### src/rtl/nhor_pkg.sv
// Shared constants, codes, types and width helpers for the nearest-hit search block.
package nhor_pkg;

  // Default geometry widths.
  localparam int COORD_BITS_DEF = 20;
  localparam int IDENT_BITS_DEF = 16;

  // Configuration port layout.
  localparam int VIEW_BITS      = 2;
  localparam int CFG_INDEX_BITS = 3;

  localparam logic [CFG_INDEX_BITS-1:0] CFG_VIEW_MODE    = 3'd0;
  localparam logic [CFG_INDEX_BITS-1:0] CFG_INNER_RADIUS = 3'd1;
  localparam logic [CFG_INDEX_BITS-1:0] CFG_CENTRE_X     = 3'd2;
  localparam logic [CFG_INDEX_BITS-1:0] CFG_CENTRE_Y     = 3'd3;
  localparam logic [CFG_INDEX_BITS-1:0] CFG_CENTRE_Z     = 3'd4;
  localparam logic [CFG_INDEX_BITS-1:0] CFG_TOWER_WINDOW = 3'd5;

  // View codes; the spare code selects the full 3-D distance as well.
  localparam logic [VIEW_BITS-1:0] VIEW_X  = 2'd0;
  localparam logic [VIEW_BITS-1:0] VIEW_Y  = 2'd1;
  localparam logic [VIEW_BITS-1:0] VIEW_3D = 2'd2;

  // Far limit: 1e6 mm in 1/16 mm units, and its square.
  localparam int                  CMP_BITS      = 64;
  localparam logic [CMP_BITS-1:0] MAX_RADIUS    = 64'd16000000;
  localparam logic [CMP_BITS-1:0] MAX_RADIUS_SQ = 64'd256000000000000;

  // Operand width that covers any component below the far limit.
  localparam int SQ_LIMIT_BITS = 24;

  function automatic int sq_in_bits(input int coord_bits);
    return (coord_bits < SQ_LIMIT_BITS) ? coord_bits : SQ_LIMIT_BITS;
  endfunction

  // Width of a distance: sum of three squares, wide enough for a 1-D distance too.
  function automatic int dist_bits(input int coord_bits);
    return 2 * sq_in_bits(coord_bits) + 2;
  endfunction

  // Per-stage load enables handed to the datapath pipeline.
  typedef struct packed {
    logic ld1;
    logic ld2;
    logic ld3;
  } stage_load_t;

endpackage

### src/rtl/nearest_hit_outside_radius.sv
// Top level: nearest qualifying hit of a layer, found outside an inner radius.
//
//  channel | direction | handshake             | payload
//  --------+-----------+-----------------------+--------------------------------------------
//  hit in  | in        | in_valid / in_ready   | hit_x hit_y hit_z hit_flagged hit_ident
//          |           |                       | last_hit
//  result  | out       | out_valid / out_ready | found near_x near_y near_z near_ident
//  config  | in        | cfg_write (no wait)   | cfg_index cfg_data
//
// One hit beat is taken every cycle unless the input is stalled. A layer's result reaches
// the output register through the difference, registered as its last beat is taken, then
// square, sum-and-qualify, and the running-minimum compare that loads the result.
// rst (synchronous) clears the pipeline valids, the running-best flag and the result valid;
// the configuration registers return to zero.
// A held result stalls only a last beat waiting in the final stage; other beats keep
// flowing into the running minimum, and the input stalls once the pipeline fills up.
module nearest_hit_outside_radius #(
  parameter int COORD_BITS = nhor_pkg::COORD_BITS_DEF,
  parameter int IDENT_BITS = nhor_pkg::IDENT_BITS_DEF
) (
  input  logic                                    clk,
  input  logic                                    rst,
  // hit channel
  input  logic                                    in_valid,
  output logic                                    in_ready,
  input  logic signed [COORD_BITS-1:0]            hit_x,
  input  logic signed [COORD_BITS-1:0]            hit_y,
  input  logic signed [COORD_BITS-1:0]            hit_z,
  input  logic                                    hit_flagged,
  input  logic [IDENT_BITS-1:0]                   hit_ident,
  input  logic                                    last_hit,
  // result channel
  output logic                                    out_valid,
  input  logic                                    out_ready,
  output logic                                    found,
  output logic signed [COORD_BITS-1:0]            near_x,
  output logic signed [COORD_BITS-1:0]            near_y,
  output logic signed [COORD_BITS-1:0]            near_z,
  output logic [IDENT_BITS-1:0]                   near_ident,
  // configuration port
  input  logic                                    cfg_write,
  input  logic [nhor_pkg::CFG_INDEX_BITS-1:0]     cfg_index,
  input  logic [COORD_BITS-1:0]                   cfg_data
);

  localparam int DW = nhor_pkg::dist_bits(COORD_BITS);
  localparam int RW = COORD_BITS - 1;

  // Configuration registers.
  logic [nhor_pkg::VIEW_BITS-1:0] view_mode;
  logic [RW-1:0]                  inner_radius;
  logic [COORD_BITS-1:0]          centre_x, centre_y, centre_z;
  logic [RW-1:0]                  tower_window;

  always_ff @(posedge clk) begin
    if (rst) begin
      view_mode    <= '0;
      inner_radius <= '0;
      centre_x     <= '0;
      centre_y     <= '0;
      centre_z     <= '0;
      tower_window <= '0;
    end else if (cfg_write) begin
      unique case (cfg_index)
        nhor_pkg::CFG_VIEW_MODE:    view_mode    <= cfg_data[nhor_pkg::VIEW_BITS-1:0];
        nhor_pkg::CFG_INNER_RADIUS: inner_radius <= cfg_data[RW-1:0];
        nhor_pkg::CFG_CENTRE_X:     centre_x     <= cfg_data;
        nhor_pkg::CFG_CENTRE_Y:     centre_y     <= cfg_data;
        nhor_pkg::CFG_CENTRE_Z:     centre_z     <= cfg_data;
        nhor_pkg::CFG_TOWER_WINDOW: tower_window <= cfg_data[RW-1:0];
        default: ;  // drop writes beyond the register list
      endcase
    end
  end

  // Pipeline occupancy and stage handshake.
  logic v1, v2, v3;
  logic out_free, go3, rdy1, rdy2, rdy3;
  nhor_pkg::stage_load_t ld;

  logic [DW-1:0]         s3_dist;
  logic                  s3_qual, s3_last;
  logic [COORD_BITS-1:0] s3_x, s3_y, s3_z;
  logic [IDENT_BITS-1:0] s3_ident;

  always_comb begin
    out_free = !out_valid || out_ready;
    // A last beat leaves the final stage only when the result register can take it.
    go3      = v3 && (!s3_last || out_free);
    rdy3     = !v3 || go3;
    rdy2     = !v2 || rdy3;
    rdy1     = !v1 || rdy2;
    in_ready = rdy1;
    ld.ld1   = rdy1;
    ld.ld2   = rdy2;
    ld.ld3   = rdy3;
  end

  always_ff @(posedge clk) begin
    if (rst) begin
      v1 <= 1'b0;
      v2 <= 1'b0;
      v3 <= 1'b0;
    end else begin
      if (rdy1) v1 <= in_valid;
      if (rdy2) v2 <= v1;
      if (rdy3) v3 <= v2;
    end
  end

  nhor_metric #(
    .COORD_BITS (COORD_BITS),
    .IDENT_BITS (IDENT_BITS)
  ) u_metric (
    .clk          (clk),
    .ld           (ld),
    .view_mode    (view_mode),
    .inner_radius (inner_radius),
    .centre_x     (centre_x),
    .centre_y     (centre_y),
    .centre_z     (centre_z),
    .tower_window (tower_window),
    .hit_x        (hit_x),
    .hit_y        (hit_y),
    .hit_z        (hit_z),
    .hit_flagged  (hit_flagged),
    .hit_ident    (hit_ident),
    .last_hit     (last_hit),
    .s3_dist      (s3_dist),
    .s3_qual      (s3_qual),
    .s3_x         (s3_x),
    .s3_y         (s3_y),
    .s3_z         (s3_z),
    .s3_ident     (s3_ident),
    .s3_last      (s3_last)
  );

  // Running minimum. Strict less-than keeps the earlier hit on a tie.
  logic                  have_best;
  logic [DW-1:0]         best_dist;
  logic [COORD_BITS-1:0] best_x, best_y, best_z;
  logic [IDENT_BITS-1:0] best_ident;
  logic                  take;
  logic                  found_next;

  always_comb begin
    take       = s3_qual && (!have_best || (s3_dist < best_dist));
    found_next = have_best || take;
  end

  always_ff @(posedge clk) begin
    if (rst) begin
      have_best <= 1'b0;
    end else if (go3) begin
      if (s3_last) begin
        have_best <= 1'b0;  // start the next layer empty
      end else if (take) begin
        have_best <= 1'b1;
      end
    end
  end

  always_ff @(posedge clk) begin
    if (go3 && take && !s3_last) begin
      best_dist  <= s3_dist;
      best_x     <= s3_x;
      best_y     <= s3_y;
      best_z     <= s3_z;
      best_ident <= s3_ident;
    end
  end

  // Result register: loads on a last beat, holds until taken. Zero fields when nothing found.
  always_ff @(posedge clk) begin
    if (rst) begin
      out_valid <= 1'b0;
    end else if (go3 && s3_last) begin
      out_valid <= 1'b1;
    end else if (out_ready) begin
      out_valid <= 1'b0;
    end
  end

  always_ff @(posedge clk) begin
    if (go3 && s3_last) begin
      found      <= found_next;
      near_x     <= !found_next ? '0 : (take ? s3_x : best_x);
      near_y     <= !found_next ? '0 : (take ? s3_y : best_y);
      near_z     <= !found_next ? '0 : (take ? s3_z : best_z);
      near_ident <= !found_next ? '0 : (take ? s3_ident : best_ident);
    end
  end

endmodule

### src/rtl/nhor_metric.sv
// Three-stage distance pipeline: differences, squares and qualification.
module nhor_metric #(
  parameter int COORD_BITS = nhor_pkg::COORD_BITS_DEF,
  parameter int IDENT_BITS = nhor_pkg::IDENT_BITS_DEF
) (
  input  logic                                           clk,
  input  nhor_pkg::stage_load_t                          ld,
  input  logic [nhor_pkg::VIEW_BITS-1:0]                 view_mode,
  input  logic [COORD_BITS-2:0]                          inner_radius,
  input  logic [COORD_BITS-1:0]                          centre_x,
  input  logic [COORD_BITS-1:0]                          centre_y,
  input  logic [COORD_BITS-1:0]                          centre_z,
  input  logic [COORD_BITS-2:0]                          tower_window,
  input  logic signed [COORD_BITS-1:0]                   hit_x,
  input  logic signed [COORD_BITS-1:0]                   hit_y,
  input  logic signed [COORD_BITS-1:0]                   hit_z,
  input  logic                                           hit_flagged,
  input  logic [IDENT_BITS-1:0]                          hit_ident,
  input  logic                                           last_hit,
  output logic [nhor_pkg::dist_bits(COORD_BITS)-1:0]     s3_dist,
  output logic                                           s3_qual,
  output logic [COORD_BITS-1:0]                          s3_x,
  output logic [COORD_BITS-1:0]                          s3_y,
  output logic [COORD_BITS-1:0]                          s3_z,
  output logic [IDENT_BITS-1:0]                          s3_ident,
  output logic                                           s3_last
);

  localparam int CB   = COORD_BITS;
  localparam int RW   = COORD_BITS - 1;
  localparam int MW   = nhor_pkg::sq_in_bits(COORD_BITS);
  localparam int DW   = nhor_pkg::dist_bits(COORD_BITS);
  localparam int CMPW = nhor_pkg::CMP_BITS;

  function automatic logic [CB-1:0] abs_diff(input logic [CB-1:0] a, input logic [CB-1:0] b);
    logic [CB:0] d;
    logic [CB:0] n;
    d = {a[CB-1], a} - {b[CB-1], b};
    n = -d;
    return d[CB] ? n[CB-1:0] : d[CB-1:0];
  endfunction

  // Stage 1: absolute differences.
  logic [CB-1:0] s1_dx, s1_dy, s1_dz;
  logic [CB-1:0] s1_x, s1_y, s1_z;
  logic [IDENT_BITS-1:0] s1_ident;
  logic s1_last, s1_live;

  // Stage 2: squares and the 1-D test.
  logic [2*MW-1:0] s2_sqx, s2_sqy, s2_sqz;
  logic [CB-1:0] s2_meas;
  logic s2_ok1, s2_far, s2_is1d, s2_live, s2_last;
  logic [CB-1:0] s2_x, s2_y, s2_z;
  logic [IDENT_BITS-1:0] s2_ident;

  logic [2*RW-1:0] r_sq;

  logic [CB-1:0] meas, twr;
  logic ok1, far, is1d;
  logic [DW-1:0] sum;
  logic ok3;

  always_comb begin
    is1d = (view_mode == nhor_pkg::VIEW_X) || (view_mode == nhor_pkg::VIEW_Y);
    meas = (view_mode == nhor_pkg::VIEW_Y) ? s1_dy : s1_dx;
    twr  = (view_mode == nhor_pkg::VIEW_Y) ? s1_dx : s1_dy;
    ok1  = s1_live && (meas >= CB'(inner_radius)) && (CMPW'(meas) < nhor_pkg::MAX_RADIUS) &&
           (twr < CB'(tower_window));
    far  = (CMPW'(s1_dx) >= nhor_pkg::MAX_RADIUS) || (CMPW'(s1_dy) >= nhor_pkg::MAX_RADIUS) ||
           (CMPW'(s1_dz) >= nhor_pkg::MAX_RADIUS);
    sum  = DW'(s2_sqx) + DW'(s2_sqy) + DW'(s2_sqz);
    ok3  = s2_live && !s2_far && (CMPW'(sum) >= CMPW'(r_sq)) &&
           (CMPW'(sum) < nhor_pkg::MAX_RADIUS_SQ);
  end

  // The squared radius is registered, so it follows the radius register in the cycle after.
  always_ff @(posedge clk) begin
    r_sq <= inner_radius * inner_radius;
  end

  always_ff @(posedge clk) begin
    if (ld.ld1) begin
      s1_dx    <= abs_diff(hit_x, centre_x);
      s1_dy    <= abs_diff(hit_y, centre_y);
      s1_dz    <= abs_diff(hit_z, centre_z);
      s1_x     <= hit_x;
      s1_y     <= hit_y;
      s1_z     <= hit_z;
      s1_ident <= hit_ident;
      s1_last  <= last_hit;
      s1_live  <= !hit_flagged;
    end
    if (ld.ld2) begin
      s2_sqx   <= s1_dx[MW-1:0] * s1_dx[MW-1:0];
      s2_sqy   <= s1_dy[MW-1:0] * s1_dy[MW-1:0];
      s2_sqz   <= s1_dz[MW-1:0] * s1_dz[MW-1:0];
      s2_meas  <= meas;
      s2_ok1   <= ok1;
      s2_far   <= far;
      s2_is1d  <= is1d;
      s2_live  <= s1_live;
      s2_last  <= s1_last;
      s2_x     <= s1_x;
      s2_y     <= s1_y;
      s2_z     <= s1_z;
      s2_ident <= s1_ident;
    end
    if (ld.ld3) begin
      s3_dist  <= s2_is1d ? DW'(s2_meas) : sum;
      s3_qual  <= s2_is1d ? s2_ok1 : ok3;
      s3_last  <= s2_last;
      s3_x     <= s2_x;
      s3_y     <= s2_y;
      s3_z     <= s2_z;
      s3_ident <= s2_ident;
    end
  end

endmodule

### config.mk
export PLATFORM = sky130hd
export DESIGN_NAME = nearest_hit_outside_radius
export DESIGN_NICKNAME = d
export VERILOG_FILES = /design/src/rtl/nhor_pkg.sv /design/src/rtl/nearest_hit_outside_radius.sv /design/src/rtl/nhor_metric.sv
export SDC_FILE = /design/constraint.sdc
export NUM_CORES = 2
export LEC_CHECK = 0
export ABC_AREA = 1
export ABC_CLOCK_PERIOD_IN_PS = 20300
export BUFFER_PORTS_ARGS = -buffer_cell sky130_fd_sc_hd__buf_2
export CORE_MARGIN = 10
export CORE_UTILIZATION = 45
export DETAILED_ROUTE_END_ITERATION = 10
export PLACE_DENSITY = 0.65
export SLEW_MARGIN = 0
export SYNTH_ARGS = -nofsm -noshare
export SYNTH_HDL_FRONTEND = slang
export SYNTH_SLANG_ARGS = --single-unit
export TNS_END_PERCENT = 100
### constraint.sdc
create_clock -name clk -period 20.3 [get_ports clk]
set_input_delay 3.045 -clock clk [delete_from_list [all_inputs] [get_ports clk]]
set_output_delay 3.045 -clock clk [all_outputs]
set_load 0.01 [all_outputs]
======== Yosys cells after proc, flatten, opt, wreduce, memory -nomap -nowiden ========
Index checks and enable logic that the tools add are counted.
word-level totals
  memories ................................ 0
  word-level logic and storage cells ...... 122
  output and inout bits ................... 79
  flip-flop bits (word level) ............. 816
  bits of input ports ..................... 106
  bits in latches ......................... 0
  RAM bits ................................ 0
  ROM bits ................................ 0
operators by class
  multiply operators ...................... 4
  muxes and demuxes ....................... 15
  shift-type cells ........................ 0
  eq/ne operators ......................... 6
  add/sub/neg operators ................... 8
  bitwise gates (word level) .............. 0
  reductions and logical operators ........ 34
  $lt $le $gt $ge ......................... 4
  div/mod/pow operators ................... 0
operator list
  cell                  number
  $mux W20              9
  $mul A20 B20 Y40      3
  $sub A20 B20 Y21      3
  $neg A20 Y20          3
  $add A41 B40 Y42      1
  $ge A42 B38 Y1        1
  $lt A42 B42 Y1        1
  $add A40 B40 Y41      1
  $mul A19 B19 Y38      1
  $ge A20 B19 Y1        1
  $lt A20 B19 Y1        1
  $mux W16              1
  $reduce_and A2 Y1     7
  $logic_and A1 B1 Y1   8
  $logic_or A1 B1 Y1    8
  $logic_not A1 Y1      7
  $eq A3 B2 Y1 const B  2
  $eq A3 B3 Y1 const B  2
  $mux W1               5
  $reduce_bool A2 Y1    2
  $eq A3 B1 Y1 const B  1
  $logic_not A3 Y1      1
  $eq A2 B1 Y1 const B  1
  $logic_not A2 Y1      1

======== Depth between registers and ports, before layout ========
  depth after elaboration ................. 7
  gate-level depth with buffers ........... 30
  depth with buffers taken out ............ 30

======== Hierarchy ========
From an unflattened synthesis, not the netlist that was laid out.
unflattened totals
  cell total of the unflattened synthesis .. 9569
  area, all modules ....................... 85066.6 sq um
by module, submodules not included
  module                      area each (sq um)  times used  cells each  seq. area each (sq um)
  nhor_metric                 73071.3            1           8414        15004.4
  nearest_hit_outside_radius  11995.3            1           1155        7957.6

======== Worst setup path after synthesis ========
Ideal clock, no wire load.
  path type ............................... input to output
  start point ............................. input port out_ready
  end point ............................... output port in_ready
  required time ........................... 17.255 ns
  arrival time ............................ 8.887 ns
  setup slack ............................. 8.368 ns
  stages .................................. 6
  cells stage by stage .................... inv_1 -> nand3_1 -> nor2_1 -> inv_1 -> nor2_1 -> nand2_1
between the ends
  cells in the longest elaborated chain, start to end .. 6
RTL lines
  what                 line                              source
  from (decl)          nearest_hit_outside_radius.sv:34  input logic out_ready,
  $logic_or A1 B1 Y1   nearest_hit_outside_radius.sv:87  out_free = !out_valid || out_ready;
  $logic_or A1 B1 Y1   nearest_hit_outside_radius.sv:89  go3 = v3 && (!s3_last || out_free);
  $logic_and A1 B1 Y1  nearest_hit_outside_radius.sv:89
  $logic_or A1 B1 Y1   nearest_hit_outside_radius.sv:90  rdy3 = !v3 || go3;
  via rdy3             nearest_hit_outside_radius.sv:78  logic out_free, go3, rdy1, rdy2, rdy3;
  $logic_or A1 B1 Y1   nearest_hit_outside_radius.sv:91  rdy2 = !v2 || rdy3;
  $logic_or A1 B1 Y1   nearest_hit_outside_radius.sv:92  rdy1 = !v1 || rdy2;
  to (decl)            nearest_hit_outside_radius.sv:25  output logic in_ready,
The timed path passes the listed nets, and every way through them passes these cells.

======== Worst setup path in the final report ========
Same ends and word-level chain as after synthesis.

==> impl_metrics.ini <==
[outcome]
outcome = complete, no violations

[clock_tree]
cts_tree = done
numCtsBuffers = 86
clock_sinks = 812
clock_latency_ns = 0.69
post_cts.repair.setup_buffers = 0
clock_tree.buffer_depth = 3
cts_resized = 0
clock-root-buffer = clkbuf_16
h-tree-depth = 3
postCtsHoldBufs = 0
clkTransAtPathRegs_ns = 0.06

[timing]
fin_skew_ns = 0.0520
setup_tns_ns = 0
fin_crit_sh_pct = 41.4
final-hold-violation-count = 0
worst_slew_pin_slew_ns = 1.25
setup-violations-final = 0
whs_ns = 0.384
relSlewSlack_pct = 16.4
post-route-min-period_ns = 8.40
finalMaxSlewViolations = 0
fmax_mhz = 119
rsz0062_at_grt = false

[cells_and_area]
multi_input_area_um2 = 52100
drive_above_1_share_pct = 4.75
fillers = 17588
regArea_um2 = 23000
instances_no_fill = 12024
area_growth_pct = 7.62
nNetsFinal = 11474

[logic_synthesis]
ys_ff_latch = 812
netlist_area_um2 = 84500
seq_area_frac_synth_pct = 27.2
synth_edf_count = 670
async_flop_share_pct = 0
synth_ff_type = edfxtp_1
synthCells = 9360
syn_nets = 11384
synth_cell_types = 57
synth_area_per_cell_um2 = 9.03
synth_warnings = 0

[place]
gp_congestion = 0.959
io_buffers = 184
hpwl_um = 183000
dp.cells = 11857

[detailed_routing]
vias = 61850
wl_um = 228000
viasPerCell = 5.14
dr.pass1.iters = 6
wl_per_cell_um = 19.0
postRouteAntennaNets = 0
drtIter0Drc = 4722
remaining_drc_errors = 0

[global_routing]
grt_max_degree = 84
grtUsageMet1_pct = 29.7
grt_util_all_layers_pct = 22.2
grt_use_met2_pct = 36.5
gr-max-usage-layer = met2
grt_overflow = 0
grt_pass1_vias = 64215
grt_pass1_wl_um = 360000
grt_use_met3_pct = 3.37
antenna_found_initial = 28

[die]
dieArea_um2 = 206000
coreArea_um2 = 187000
rows = 159
io_pins = 185
die_x_um = 453
die_h_um = 453
initial_core_util_pct = 45.1

[flow_run]
maxCapViolations = 0

[setup_path]
worstPathMaxFanout = 79
slowest_delay_ns = 0.55
critPathRequiredTime_ns = 17.26
cp-startpoint = out_ready
path_class = input port to output port
worstPathCellList = buf_2, inv_1, nand3_1, nor2_1, inv_6, nor2_1, nand2_4, buf_2
cp-start-kind = input port
critPathBufInv = 4
r2r_start = u_metric.s1_dz[12]
worstSetupEndpointType = output port
critPathTopFamily = simple AND/OR/NAND/NOR gates
critPathSlowestCell = nand2_4
worstPathArrival_ns = 5.36

[hold_path]
min_path_type = flop to flop
hold_start = u_metric.s1_y[9]
## worst reg2reg max path, stage by stage (launching register included)
cell and delay (ns):
edfxtp_1 1.09, nand2_1 0.30, fa_1 0.58, fa_1 0.57
inv_1 0.07, fa_1 0.52, inv_1 0.06, fa_1 0.62
fa_1 0.46, fa_1 0.49, inv_1 0.05, fa_1 0.45
ha_1 0.40, nand2_1 0.12, nor2_1 0.15, inv_1 0.06
nor3_1 0.18, and3_1 0.22, a21oi_1 0.15, o21ai_0 0.25
xor2_1 0.26
## routing by layer
layer  wire (um)  up-vias
li1            -    29083
met1       97100    30511
met2      106000     1810
met3       15800      424
met4        9730       22
met5         128        -
## area by class of cell
class	instances	share of cell area (%)
multi-input combinational	6025	57.2
antenna	12	0.0330
sequential	812	25.2
clock buffer	107	2.51
clock inverter	48	0.564
tap	2495	3.43
inverter	2273	9.40
timing repair buffer	252	1.57
## cells in the mapped netlist (4+ instances only)
cell type / instances / area, um2
inv_1: 2265 / 8500
nand2_1: 1872 / 7030
fa_1: 1124 / 22500
ha_1: 794 / 9930
edfxtp_1: 670 / 20100
a21oi_1: 508 / 2540
nor2_1: 475 / 1780
o21ai_0: 298 / 1490
nand3_1: 199 / 996
xor2_1: 187 / 1640
clkbuf_1: 181 / 679
dfxtp_1: 142 / 2840
xnor2_1: 94 / 823
nand3b_1: 85 / 638
nand4_1: 61 / 382
buf_1: 54 / 203
nor3_1: 52 / 260
a31oi_1: 46 / 288
a21o_1: 30 / 225
o21bai_1: 28 / 210
o21a_1: 21 / 158
nand2_2: 18 / 113
o21ai_1: 17 / 85.1
or2_2: 17 / 106
nor4_1: 12 / 75.1
o211ai_1: 12 / 90.1
o221ai_1: 11 / 96.3
buf_2: 10 / 50.1
nor2_2: 7 / 43.8
a211oi_1: 5 / 37.5
a221oi_1: 5 / 43.8
and3_1: 5 / 31.3
inv_2: 5 / 18.8
o21ai_2: 5 / 43.8
a21boi_0: 4 / 30.0
nand3_2: 4 / 40.0
o2111ai_1: 4 / 35.0
o31ai_1: 4 / 30.0
## final timing paths
kind / endpoint / slack [ns] / cells past startpoint
max reg2reg: u_metric.s2_sqz[27] / 13.03 / 20
max: in_ready / 11.90 / 8
min reg2reg: u_metric.s2_y[9] / 0.38 / 0
min: u_metric.s2_y[9] / 0.38 / 0
## stage by stage
step                instance area, um2  util (%)  setup slack [ns]
floorplan                        84500         -              8.37
global placement                 88100      47.1             11.89
global route                     90900      48.6             11.67
detailed placement               88100      47.1             11.87
CTS                              90900      48.6             11.87
finish                           91000      48.6             11.90
## sequential cells by signal, summed over array words and instances (netlist names), 37 cells and up
name / count
u_metric.s2_sqx: 39
u_metric.s2_sqz: 39
u_metric.s3_dist: 42
u_metric.s2_sqy: 39
u_metric.r_sq: 37
best_dist: 42
## layout by cell type, fill, tap and decap left out, types with 6 or more instances in the layout
| cell type | synthesis | layout |
|---|---|---|
| inv_2 | 5 | 6 |
| o21bai_1 | 28 | 28 |
| nand3b_1 | 85 | 85 |
| or2_2 | 17 | 17 |
| clkinvlp_4 | 0 | 6 |
| nand3_1 | 199 | 199 |
| inv_1 | 2265 | 2261 |
| clkinv_2 | 0 | 9 |
| nor3_1 | 52 | 52 |
| nor2_2 | 7 | 7 |
| ha_1 | 794 | 794 |
| clkbuf_1 | 181 | 17 |
| buf_4 | 2 | 68 |
| a31oi_1 | 46 | 46 |
| o21a_1 | 21 | 21 |
| fa_1 | 1124 | 1124 |
| buf_2 | 10 | 184 |
| clkinv_1 | 3 | 19 |
| o211ai_1 | 12 | 12 |
| nand4_1 | 61 | 61 |
| a21oi_1 | 508 | 508 |
| nor2_1 | 475 | 473 |
| o21ai_0 | 298 | 298 |
| o221ai_1 | 11 | 11 |
| nand2_2 | 18 | 17 |
| nor4_1 | 12 | 12 |
| clkbuf_16 | 0 | 87 |
| diode_2 | 0 | 12 |
| o21ai_1 | 17 | 17 |
| xor2_1 | 187 | 187 |
| dfxtp_1 | 142 | 142 |
| a21o_1 | 30 | 30 |
| edfxtp_1 | 670 | 670 |
| nand2_1 | 1872 | 1871 |
| xnor2_1 | 94 | 94 |
## logic make-up (layout without fill, tap and decap cells)
family / after synthesis / count (layout) / synth area share, %
AO/OA/AOI/OAI: 1006 / 1006 / 6.50
XOR/XNOR: 285 / 285 / 2.99
AND/OR/NAND/NOR: 2815 / 2815 / 13.7
other: 1 / 13 / 0.00444
buffers and inverters: 2523 / 2680 / 11.3
adder cells (fa/ha/maj): 1918 / 1918 / 38.4
flip-flops: 812 / 812 / 27.2
Power is left out: the tool's default activity adds up to more than one toggle a clock period on the data nets, which glitch-free logic cannot reach.
